**src/hw/rtl/key_edge_and_autorepeat_macros.svh**
```systemverilog
// assertion macros shared by the key edge and autorepeat rtl
`ifndef KEY_EDGE_AND_AUTOREPEAT_MACROS_SVH
`define KEY_EDGE_AND_AUTOREPEAT_MACROS_SVH

// same-cycle implication, checked out of reset
`define KEA_ASSERT_NOW(label, ante, cons, msg) \
  label: assert property (@(posedge clk_i) disable iff (!rst_ni) (ante) |-> (cons)) \
    else $error(msg);

// next-cycle implication, checked out of reset
`define KEA_ASSERT_NEXT(label, ante, cons, msg) \
  label: assert property (@(posedge clk_i) disable iff (!rst_ni) (ante) |=> cons) \
    else $error(msg);

`endif

```
**src/hw/rtl/kea_pkg.sv**
```systemverilog
// shared types and constants for the key edge and autorepeat block
`default_nettype none

package kea_pkg;

  localparam int unsigned KIND_W   = 2;
  localparam int unsigned KEYIDX_W = 4;
  localparam int unsigned AMOUNT_W = 8;
  localparam int unsigned CFG_W    = 16;
  localparam int unsigned CFGIDX_W = 2;
  localparam int unsigned HOLD_W   = 16;

  typedef enum logic [KIND_W-1:0] {
    KIND_TICK  = 2'd0,
    KIND_EVENT = 2'd1,
    KIND_QUERY = 2'd2,
    KIND_CLEAR = 2'd3
  } kind_e;

  typedef enum logic [CFGIDX_W-1:0] {
    CFG_INITIAL_DELAY   = 2'd0,
    CFG_REPEAT_INTERVAL = 2'd1
  } cfg_idx_e;

  localparam logic [CFG_W-1:0] INITIAL_DELAY_RST   = 16'd30;
  localparam logic [CFG_W-1:0] REPEAT_INTERVAL_RST = 16'd5;

  // per-key timer control
  typedef struct packed {
    logic tick;
    logic clear;
    logic held;
    logic fire_clr;
  } lane_ctrl_t;

endpackage

`default_nettype wire

```
**src/hw/rtl/kea_timer_lane.sv**
```systemverilog
// one key's saturating hold and repeat timers
`default_nettype none

module kea_timer_lane import kea_pkg::*; #(
  parameter int unsigned TIMER_WIDTH = 16
) (
  input  wire logic                   clk_i,
  input  wire logic                   rst_ni,
  input  wire lane_ctrl_t             ctrl_i,
  input  wire logic [AMOUNT_W-1:0]    amount_i,
  output logic      [TIMER_WIDTH-1:0] hold_q_o,
  output logic      [TIMER_WIDTH-1:0] hold_d_o,
  output logic      [TIMER_WIDTH-1:0] rpt_q_o
);

  logic [TIMER_WIDTH-1:0] hold_q, hold_d;
  logic [TIMER_WIDTH-1:0] rpt_q, rpt_d;
  logic [TIMER_WIDTH:0]   hold_sum, rpt_sum;
  logic [TIMER_WIDTH-1:0] hold_sat, rpt_sat;

  always_comb begin
    hold_sum = {1'b0, hold_q} + (TIMER_WIDTH+1)'(amount_i);
    rpt_sum  = {1'b0, rpt_q} + (TIMER_WIDTH+1)'(amount_i);
    hold_sat = hold_sum[TIMER_WIDTH] ? '1 : hold_sum[TIMER_WIDTH-1:0];
    rpt_sat  = rpt_sum[TIMER_WIDTH] ? '1 : rpt_sum[TIMER_WIDTH-1:0];
  end

  always_comb begin
    hold_d = hold_q;
    rpt_d  = rpt_q;
    priority if (ctrl_i.clear) begin
      hold_d = '0;
      rpt_d  = '0;
    end else if (ctrl_i.tick) begin
      // released keys drop both timers
      hold_d = ctrl_i.held ? hold_sat : '0;
      rpt_d  = ctrl_i.held ? rpt_sat : '0;
    end else if (ctrl_i.fire_clr) begin
      rpt_d = '0;
    end
  end

  always_ff @(posedge clk_i or negedge rst_ni) begin
    if (!rst_ni) begin
      hold_q <= '0;
      rpt_q  <= '0;
    end else begin
      hold_q <= hold_d;
      rpt_q  <= rpt_d;
    end
  end

  assign hold_q_o = hold_q;
  assign hold_d_o = hold_d;
  assign rpt_q_o  = rpt_q;

endmodule

`default_nettype wire

```
**src/hw/rtl/key_edge_and_autorepeat.sv**
```systemverilog
// key edge detector with typematic autorepeat, top level
//
//   channel  | handshake         | fields
//   ---------+-------------------+--------------------------------------------------
//   command  | start, busy       | kind_i, key_index_i, key_down_i, tick_amount_i
//   result   | done_o strobe     | is_down_o, was_pressed_o, was_released_o,
//            |                   | repeat_fire_o, hold_time_o
//   config   | cfg_we_i          | cfg_idx_i, cfg_wdata_i
//
// one command per cycle; busy stays low, so a command may follow in every cycle.
// the command passes the input register, then the key state update and the result register,
// whose done_o strobe marks the result beat.
// key bits and timers update in the result stage, so commands apply in order.
// reset clears key bits and timers and loads the register defaults.
`default_nettype none
`include "key_edge_and_autorepeat_macros.svh"

module key_edge_and_autorepeat import kea_pkg::*; #(
  parameter int unsigned NUM_KEYS    = 16,
  parameter int unsigned TIMER_WIDTH = 16
) (
  input  wire logic                clk_i,
  input  wire logic                rst_ni,
  input  wire logic                start,
  output logic                     busy,
  input  wire logic [KIND_W-1:0]   kind_i,
  input  wire logic [KEYIDX_W-1:0] key_index_i,
  input  wire logic                key_down_i,
  input  wire logic [AMOUNT_W-1:0] tick_amount_i,
  input  wire logic                cfg_we_i,
  input  wire logic [CFGIDX_W-1:0] cfg_idx_i,
  input  wire logic [CFG_W-1:0]    cfg_wdata_i,
  output logic                     done_o,
  output logic                     is_down_o,
  output logic                     was_pressed_o,
  output logic                     was_released_o,
  output logic                     repeat_fire_o,
  output logic [HOLD_W-1:0]        hold_time_o
);

  localparam int unsigned KEY_W = (NUM_KEYS > 1) ? $clog2(NUM_KEYS) : 1;
  localparam int unsigned CMP_W = (TIMER_WIDTH > CFG_W) ? TIMER_WIDTH : CFG_W;

  // configuration
  logic [CFG_W-1:0] init_dly_q, rpt_ivl_q;

  always_ff @(posedge clk_i or negedge rst_ni) begin
    if (!rst_ni) begin
      init_dly_q <= INITIAL_DELAY_RST;
      rpt_ivl_q  <= REPEAT_INTERVAL_RST;
    end else if (cfg_we_i) begin
      unique case (cfg_idx_i)
        CFG_INITIAL_DELAY:   init_dly_q <= cfg_wdata_i;
        CFG_REPEAT_INTERVAL: rpt_ivl_q  <= cfg_wdata_i;
        default: ;
      endcase
    end
  end

  // input register
  logic                in_vld_q;
  kind_e               kind_q;
  logic [KEYIDX_W-1:0] key_q;
  logic                level_q;
  logic [AMOUNT_W-1:0] amount_q;
  logic                accept;

  assign busy   = 1'b0;
  assign accept = start && !busy;

  always_ff @(posedge clk_i or negedge rst_ni) begin
    if (!rst_ni) begin
      in_vld_q <= 1'b0;
    end else begin
      in_vld_q <= accept;
    end
  end

  always_ff @(posedge clk_i) begin
    if (accept) begin
      kind_q   <= kind_e'(kind_i);
      key_q    <= key_index_i;
      level_q  <= key_down_i;
      amount_q <= tick_amount_i;
    end
  end

  // key state and timer lanes
  logic [NUM_KEYS-1:0]    cur_q, cur_d, prev_q, prev_d, key_bit;
  logic [KEY_W-1:0]       key_sel;
  logic                   key_ok;
  logic                   tick_en, clear_en, query_en, fire;
  logic [TIMER_WIDTH-1:0] hold_q_w [NUM_KEYS];
  logic [TIMER_WIDTH-1:0] hold_d_w [NUM_KEYS];
  logic [TIMER_WIDTH-1:0] rpt_q_w  [NUM_KEYS];
  lane_ctrl_t             lane_ctrl [NUM_KEYS];

  assign key_sel = KEY_W'(key_q);
  assign key_ok  = 32'(key_q) < NUM_KEYS;
  assign key_bit = key_ok ? (NUM_KEYS'(1) << key_sel) : '0;

  for (genvar i = 0; i < NUM_KEYS; i++) begin : g_lane
    assign lane_ctrl[i] = '{
      tick:     tick_en,
      clear:    clear_en,
      held:     cur_q[i],
      fire_clr: fire && (key_sel == KEY_W'(i))
    };

    kea_timer_lane #(
      .TIMER_WIDTH(TIMER_WIDTH)
    ) u_lane (
      .clk_i    (clk_i),
      .rst_ni   (rst_ni),
      .ctrl_i   (lane_ctrl[i]),
      .amount_i (amount_q),
      .hold_q_o (hold_q_w[i]),
      .hold_d_o (hold_d_w[i]),
      .rpt_q_o  (rpt_q_w[i])
    );
  end

  logic                   down_now, prev_now, pressed, released, repeat_due;
  logic [TIMER_WIDTH-1:0] hold_cur, rpt_cur, hold_new;
  logic [CMP_W-1:0]       hold_ext;
  logic [HOLD_W-1:0]      hold_out;

  always_comb begin
    cur_d    = cur_q;
    prev_d   = prev_q;
    tick_en  = 1'b0;
    clear_en = 1'b0;
    query_en = 1'b0;
    if (in_vld_q) begin
      unique case (kind_q)
        KIND_TICK: begin
          prev_d  = cur_q;
          tick_en = 1'b1;
        end
        KIND_EVENT: begin
          cur_d = level_q ? (cur_q | key_bit) : (cur_q & ~key_bit);
        end
        KIND_QUERY: begin
          query_en = 1'b1;
        end
        KIND_CLEAR: begin
          cur_d    = '0;
          prev_d   = '0;
          clear_en = 1'b1;
        end
        default: ;
      endcase
    end
  end

  always_comb begin
    hold_cur = key_ok ? hold_q_w[key_sel] : '0;
    rpt_cur  = key_ok ? rpt_q_w[key_sel] : '0;
    hold_new = key_ok ? hold_d_w[key_sel] : '0;
    down_now = key_ok && cur_d[key_sel];
    prev_now = key_ok && prev_d[key_sel];
    pressed  = down_now && !prev_now;
    released = !down_now && prev_now;
    // query sees the pre-update timers; a firing query clears that key's repeat timer
    repeat_due = down_now
              && (CMP_W'(hold_cur) >= CMP_W'(init_dly_q))
              && (CMP_W'(rpt_cur) >= CMP_W'(rpt_ivl_q));
    fire     = query_en && key_ok && (pressed || repeat_due);
    hold_ext = CMP_W'(hold_new);
    hold_out = (hold_ext > CMP_W'({HOLD_W{1'b1}})) ? '1 : hold_ext[HOLD_W-1:0];
  end

  always_ff @(posedge clk_i or negedge rst_ni) begin
    if (!rst_ni) begin
      cur_q  <= '0;
      prev_q <= '0;
      done_o <= 1'b0;
    end else begin
      cur_q  <= cur_d;
      prev_q <= prev_d;
      done_o <= in_vld_q;
    end
  end

  // result beat payload
  always_ff @(posedge clk_i) begin
    if (in_vld_q) begin
      is_down_o      <= down_now;
      was_pressed_o  <= pressed;
      was_released_o <= released;
      repeat_fire_o  <= fire;
      hold_time_o    <= hold_out;
    end
  end

  `KEA_ASSERT_NEXT(a_result_latency, accept, ##1 done_o, "result beat missing after command")
  `KEA_ASSERT_NOW(a_fire_needs_down, done_o && repeat_fire_o, is_down_o, "fire on released key")
  `KEA_ASSERT_NOW(a_edges_exclusive, done_o, !(was_pressed_o && was_released_o), "both edges")
  `KEA_ASSERT_NOW(a_fire_one_key, 1'b1, $onehot0(fire ? key_bit : '0), "fire on several keys")

endmodule

`default_nettype wire
```
**config.mk**
```make
export PLATFORM = sky130hd
export DESIGN_NAME = key_edge_and_autorepeat
export DESIGN_NICKNAME = d
export VERILOG_FILES = /design/src/hw/rtl/kea_pkg.sv /design/src/hw/rtl/kea_timer_lane.sv /design/src/hw/rtl/key_edge_and_autorepeat.sv
export VERILOG_INCLUDE_DIRS = /design/src /design/src/hw/rtl
export SDC_FILE = /design/constraint.sdc
export NUM_CORES = 2
export LEC_CHECK = 0
export BUFFER_PORTS_ARGS = -buffer_cell sky130_fd_sc_hd__buf_4
export CAP_MARGIN = 15
export CORE_MARGIN = 2
export CORE_UTILIZATION = 51
export CTS_BUF_LIST = sky130_fd_sc_hd__clkbuf_2
export DETAILED_ROUTE_END_ITERATION = 10
export GPL_TIMING_DRIVEN = 0
export PLACE_DENSITY_LB_ADDON = 0.25
export RECOVER_POWER = 50
export SYNTH_ARGS = -nofsm -noshare
export SYNTH_HDL_FRONTEND = slang
export SYNTH_SLANG_ARGS = --single-unit
```
**constraint.sdc**
```tcl
create_clock -name clk_i -period 7.23 [get_ports clk_i]
set_input_delay 0.3615 -clock clk_i [delete_from_list [all_inputs] [get_ports clk_i]]
set_output_delay 0.3615 -clock clk_i [all_outputs]
set_load 0.01 [all_outputs]
```
After elaboration in Yosys (flattened, before gate mapping)
Cells that the tools add are included.
- register bits: 613
- bits of input ports: 37
- output and inout bits: 22
- logic and storage cells: 321
- add/subtract/negate cells: 32
- magnitude comparators: 5
- equal/unequal tests: 19
- shifts and indexed selects: 1
- multiplexer cells: 168
- bitwise gates (word level): 4
- reductions and logical operators: 45
- operators with widths (operator ; number):
    $mux 16 ; 153
    $add 16x8->17 ; 32
    $bmux 16 s4 ; 3
    $pmux 16 s2 ; 2
    $reduce_bool 3->1 ; 16
    $eq 4x4->1 const B ; 8
    $ge 16x16->1 ; 2
    $logic_and 1x1->1 ; 21
    $and 16x16->16 ; 1
    $eq 4x3->1 const B ; 4
    $gt 16x16->1 const B ; 1
    $not 16->16 ; 1
    $or 16x16->16 ; 1
    $shl 1x4->16 const A ; 1
    $bmux 1 s4 ; 2
    $eq 4x2->1 const B ; 2
    $mux 1 ; 8
    $ge 5x5->1 const B ; 1
    $lt 4x5->1 const B ; 1
    $not 4->5 ; 1
    $eq 2x1->1 const B ; 2
    $eq 2x2->1 const B ; 2
    $eq 4x1->1 const B ; 1
    $logic_not 2->1 ; 2
    4 further kinds ; 6

Longest topological paths before layout
- word-level depth: 16
- mapped depth: 19
- depth with buffers taken out: 13

Modules after synthesis
A second synthesis with hierarchy kept.
- cell total of the unflattened synthesis: 5133
- area, all modules: 50299.5 sq um
- by module, submodules not included (module ; instances ; cells each ; area each (sq um) ; seq. area each (sq um)):
    kea_timer_lane at g_lane[0].u_lane ... ; 11 ; 276 ; 2508.7 ; 800.8
    key_edge_and_autorepeat ; 1 ; 778 ; 11031.8 ; 2710.1
    kea_timer_lane at g_lane[5].u_lane ... ; 3 ; 261 ; 2338.5 ; 800.8
    kea_timer_lane at g_lane[8].u_lane ... ; 2 ; 268 ; 2328.5 ; 800.8

Worst setup path after synthesis
Ideal clock, no wire load.
- kind: flip-flop to flip-flop
- start point: reg amount_q[1]
- end point: reg g_lane[8].u_lane.rpt_q[11]
- setup time: 0.065 ns
- data arrival time: 5.051 ns
- required time: 7.165 ns
- slack: 2.114 ns
- stages on the path, launching flop included: 12
- path buffers: 0
- clock period less this slack: 5.116 ns
- cells stage by stage: edfxtp_1 > inv_1 > fa_1 > nor2b_1 > o21a_1 > o31ai_1 > a211o_1 > nor2b_1 > nor3b_1 > nor2_1 > a21oi_1 > o22a_1
- word-level cells in the longest chain between the ends: 5
- RTL lines (item ; line ; source):
    start, declared ; key_edge_and_autorepeat.sv:65 ; logic [AMOUNT_W-1:0] amount_q;
    start signal, assigned ; key_edge_and_autorepeat.sv:84 ; amount_q <= tick_amount_i;
    $add 16x8->17 ; kea_timer_lane.sv:23 ; rpt_sum = {1'b0, rpt_q} + (TIMER_WIDTH+1)'(amount_i);
    $mux 16 ; kea_timer_lane.sv:25 ; rpt_sat = rpt_sum[TIMER_WIDTH] ? '1 : rpt_sum[TIMER_WIDTH-1:0];
    $mux 16 ; kea_timer_lane.sv:37 ; rpt_d = ctrl_i.held ? rpt_sat : '0;
    $mux 16 ; kea_timer_lane.sv:34 ; end else if (ctrl_i.tick) begin
    $mux 16 ; kea_timer_lane.sv:31 ; priority if (ctrl_i.clear) begin
    end signal, assigned ; kea_timer_lane.sv:49 ; rpt_q <= rpt_d;
    end, declared ; kea_timer_lane.sv:17 ; logic [TIMER_WIDTH-1:0] rpt_q, rpt_d;
No other way between the ends.
A chain may end at the register's enable or synchronous reset.

Worst setup path after layout
- start point: reg in_vld_q
- end point: reg hold_time_o[13], data pin
- word-level cells in the longest chain between the ends: 7
- elaborated cells on any way between the ends: 38
- those cells by class: 1 x order compare; 37 x mux
- RTL lines (item ; line ; source):
    start, declared ; key_edge_and_autorepeat.sv:61 ; logic in_vld_q;
    start signal, assigned ; key_edge_and_autorepeat.sv:75 ; in_vld_q <= accept;
    $mux 1 ; key_edge_and_autorepeat.sv:134 ; if (in_vld_q) begin
    $mux 16 ; kea_timer_lane.sv:34 ;
    $mux 16 (*) ; kea_timer_lane.sv:31 ;
    net g_lane[10].u_lane.hold_d_o[13] ; kea_timer_lane.sv:12 ; output logic [TIMER_WIDTH-1:0] hold_d_o,
    $bmux 16 s4 (*) ; key_edge_and_autorepeat.sv:159 ; hold_new = key_ok ? hold_d_w[key_sel] : '0;
    $mux 16 (implied by the code) (*) (2 in series) ; key_edge_and_autorepeat.sv:159 ;
    net hold_ext[13] ; key_edge_and_autorepeat.sv:125 ; logic [CMP_W-1:0] hold_ext;
    $gt 16x16->1 ; key_edge_and_autorepeat.sv:170 ; hold_out = (hold_ext > CMP_W'({HOLD_W{1'b1}})) ? '1 : hold_ext[HOLD_W-1:0];
    end signal, assigned ; key_edge_and_autorepeat.sv:192 ; hold_time_o <= hold_out;
    end, declared ; key_edge_and_autorepeat.sv:38 ; output logic [HOLD_W-1:0] hold_time_o
The timed path passes the listed nets; every way through them passes the cells marked *. The select of a mux whose other input is x is not followed.

==> impl_summary.log <==
INFO  metric first_global_vias = 45038
INFO  metric gr-total-overflow = 0
INFO  metric adder_cell_fraction_of_synth_area = 9.28%
INFO  metric timing.reg2reg.worst_path_depth = 13
INFO  metric remaining_drc_errors = 0
INFO  metric drv.max_cap_violation_count = 5
INFO  metric synthSimpleGateAreaFrac = 16.7%
INFO  metric timing.slew.headroom = -129%
INFO  metric h-tree-depth = 4
INFO  metric clk-insertion-delay-late = 1.68 ns
INFO  metric holdCritStartpoint = tick_amount_i[0]
INFO  metric placed_cell_area = 49500 um^2
INFO  metric hold_end = amount_q[0]
INFO  metric layout_worst_path_cycle_share = 103%
INFO  metric yosys.area_share.xor_xnor = 3.25%
INFO  metric share_of_synthesized_flip_flops_with_an_asynchronous_set_or_reset = 94.3%
INFO  metric worstReg2RegEnd = hold_time_o[13]
INFO  metric grt_start_max_net_pins = 117
INFO  metric crit_slowest_cell = clkbuf_1
INFO  metric cp_cell_sequence = clkbuf_1 -> buf_2 -> o21ai_2 -> buf_2 -> buf_1 -> buf_1 -> buf_8 -> nand2_1 -> o211ai_1 -> a22oi_1 -> nand4_1 -> nor4_1 -> nand4_1
INFO  metric violations = max-capacitance violations, max-slew violations, negative setup slack
INFO  metric most_frequent_standard_cell_in_the_layout_excluding_fill_and_tap_cells = nand2_1
INFO  metric placedCellCount = 6488
INFO  metric die_area = 93200 um^2
INFO  metric yosysSeqAreaShare = 33.5%
INFO  metric die_w = 305 um
INFO  metric worst-endpoint-required = 8.58 ns
INFO  metric synth_edf_count = 35
INFO  metric crit_type = flop to flop
INFO  metric setup_total_negative_slack = -0.770 ns
INFO  metric main_combinational_cell_family_by_area_after_synthesis = compound AO/OA/AOI/OAI gates
INFO  metric worstSetupEndpointType = flop
INFO  metric max_fanout_on_critical_path = 23
INFO  metric rsz_0062_raised_after_global_routing = no
INFO  metric tritoncts = done
INFO  metric status = finished, violations left
INFO  metric synthToLayoutAreaGrowth = 12.6%
INFO  metric vias_per_std_cell = 6.99
INFO  metric cts-buffers-inserted = 179
INFO  metric setup-violations-final = 5
INFO  metric synth.avg_cell_area = 8.91 um^2
INFO  metric fmax = 134 MHz
INFO  metric critPathArrivalTime = 8.82 ns
INFO  metric critPathMaxStageDelay = 1.65 ns
INFO  metric tightest_slew = 3.44 ns
INFO  metric layout_min_cycle_time = 7.47 ns
INFO  metric fin_worst_skew = 0.137 ns
INFO  metric firstDrtPassIters = 8
INFO  metric globalplace.congestion = 1.12
INFO  metric synth.ff_latch_count = 613
INFO  metric timing.final.hold_violations = 0
INFO  metric number_of_routed_nets_with_antenna_violations = 0
INFO  metric initial_standard_cell_utilization_of_the_core = 51.4%
INFO  metric cts_setup_buffers = 0
INFO  metric reg2reg_setup_slack = -0.24 ns
INFO  metric wirelength = 230000 um
INFO  metric core-area = 90000 um^2
INFO  metric synth-main-ff-cell = dfrtp_1
INFO  metric cts.sink_count = 613
INFO  metric power_leakage = 23.7 nW
INFO  metric dpl.hpwl = 178000 um
INFO  metric num_io_pins = 59
INFO  metric critical_path.top_delay_family = buffers and inverters
INFO  metric ctsLongestPathBuffers = 3
INFO  metric layout-drive-gt1-share = 12.2%
INFO  metric design_power_total = 8.06 mW
INFO  metric synth.cell_area = 46300 um^2
INFO  metric synth.net_count = 5558
INFO  metric grt_first_pass_wirelength = 322000 um
INFO  metric postLayoutSetupSlackWorst = -0.237 ns
INFO  metric grt_use_total = 48.5%
INFO  metric min_path_type = input port to flop
INFO  metric floorplan.die.height = 305 um
INFO  metric max_slew_violation_total_from_the_final_report = 410
INFO  metric grt_antenna_before_repair = 51
INFO  metric port_buffers = 57
INFO  metric finalInstanceArea = 52100 um^2
INFO  metric ir_drop = 0.154 mV
INFO  metric most_used_cells_in_the_layout_excluding_fill_and_tap_cells = 694 x nand2_1, 572 x dfrtp_1, 529 x o21ai_0
INFO  metric ys_warn_count = 0
INFO  metric utilization = 57.9%
INFO  metric hold_path_depth = 3
INFO  metric worst_r2r_startpoint = in_vld_q
INFO  metric num_vias = 48564
INFO  metric clk_pin_slew = 0.11 ns
INFO  metric critical_path.startpoint = in_vld_q
INFO  metric syn_inst = 5197
INFO  metric instances_no_fill = 6946
INFO  metric clock-root-buffer = clkbuf_2
INFO  metric first_iter_violations = 7226
INFO  metric route.detailed.wl_per_inst = 33.1 um
INFO  metric share_of_synthesized_area_spent_on_multiplexers = 8.70%
INFO  metric p_per_area = 155 nW/um^2
INFO  metric synth.lib_cells_used.distinct = 104
INFO  metric post_cts.resized_instances = 0
INFO  metric complex_gate_fraction_of_the_synthesized_area = 24.8%
INFO  metric dpl_ws = 0.604 ns
INFO  metric finish.net_count = 5963
INFO  metric start_kind = flop
INFO  metric timing.hold.ws = 0.0751 ns
INFO  metric core.rowCount = 110
INFO  metric path_buf_inv = 6
==> how the worst max path moves through the flow <==
stage                                        end  cells after the start
floorplan           g_lane[8].u_lane.rpt_q_o[11]                     11
global placement    g_lane[8].u_lane.rpt_q_o[11]                     11
detailed placement   g_lane[9].u_lane.rpt_q_o[6]                     15
CTS                 g_lane[9].u_lane.rpt_q_o[15]                     15
global route        g_lane[9].u_lane.rpt_q_o[15]                     17
finish                           hold_time_o[13]                     13
==> cell type report <==
cell class,count,area [um^2]
repair buffers,224,2600
diodes,32,80.1
well taps,1176,1470
inverters,177,664
clock buffers,270,1350
fillers,8037,37900
plain buffers,251,1050
flip-flops and latches,613,15500
clock inverters,47,312
multi-input cells,4156,29100
==> power by group <==
part | switching, mW | internal (mW) | leakage, nW
clock | 1.77 | 1.14 | 1.26
sequential | 0.0770 | 3.53 | 8.34
combinational | 1.03 | 0.516 | 14.1
==> Yosys cell counts, types with 112 or more instances <==
library cell / count / share of area, %
o21ai_0: 530 / 5.7
a21oi_1: 411 / 4.4
nand2_1: 694 / 5.6
xnor2_1: 122 / 2.3
mux4_2: 164 / 8.0
a21o_1: 123 / 2.0
nor2_1: 340 / 2.8
nor3_1: 112 / 1.2
clkbuf_1: 173 / 1.4
nand3_1: 134 / 1.4
dfrtp_1: 572 / 31
ha_1: 292 / 7.9
inv_1: 177 / 1.4
==> repair_timing <==
action                     CTS  global route
hold buffers               103             0
setup endpoints to repair    0             0
hold endpoints to repair   530             0
==> sequential cells by signal, summed over array words and instances, names as in the netlist, 2 cells and up <==
| register | flops |
|---|---|
| key_q | 4 |
| g_lane.u_lane.hold_q_o | 256 |
| hold_time_o | 16 |
| init_dly_q | 16 |
| amount_q | 8 |
| cur_q | 16 |
| rpt_ivl_q | 16 |
| prev_q | 16 |
| kind_q | 2 |
| g_lane.u_lane.rpt_q_o | 256 |
==> worst register-to-register path, stage by stage (launching register included) <==
cell	delay, ns
dfrtp_1	0.57
clkbuf_1	1.65
buf_2	0.49
o21ai_2	0.37
buf_2	0.54
buf_1	0.73
buf_1	0.53
buf_8	0.29
nand2_1	0.08
o211ai_1	0.16
a22oi_1	0.65
nand4_1	0.31
nor4_1	0.61
nand4_1	0.27
==> per-layer routing <==
| layer | vias to the layer above | global-route usage (%) | wire (um) |
|---|---|---|---|
| li1 | 20436 | - | - |
| met1 | 23698 | 62.1 | 85900 |
| met2 | 3525 | 68.8 | 93600 |
| met3 | 869 | 19.6 | 33400 |
| met4 | 36 | 28.8 | 16700 |
| met5 | - | 0.568 | 271 |
==> kinds of logic (layout without fill, tap and decap cells) <==
group,Yosys count,after routing
other,1,33
adder cells (fa/ha/maj),324,324
multiplexers,194,194
buffers and inverters,428,969
AO/OA/AOI/OAI,1792,1792
AND/OR/NAND/NOR,1673,1673
XOR/XNOR,172,172
flip-flops,613,613
(Power assumes the default switching activity.)
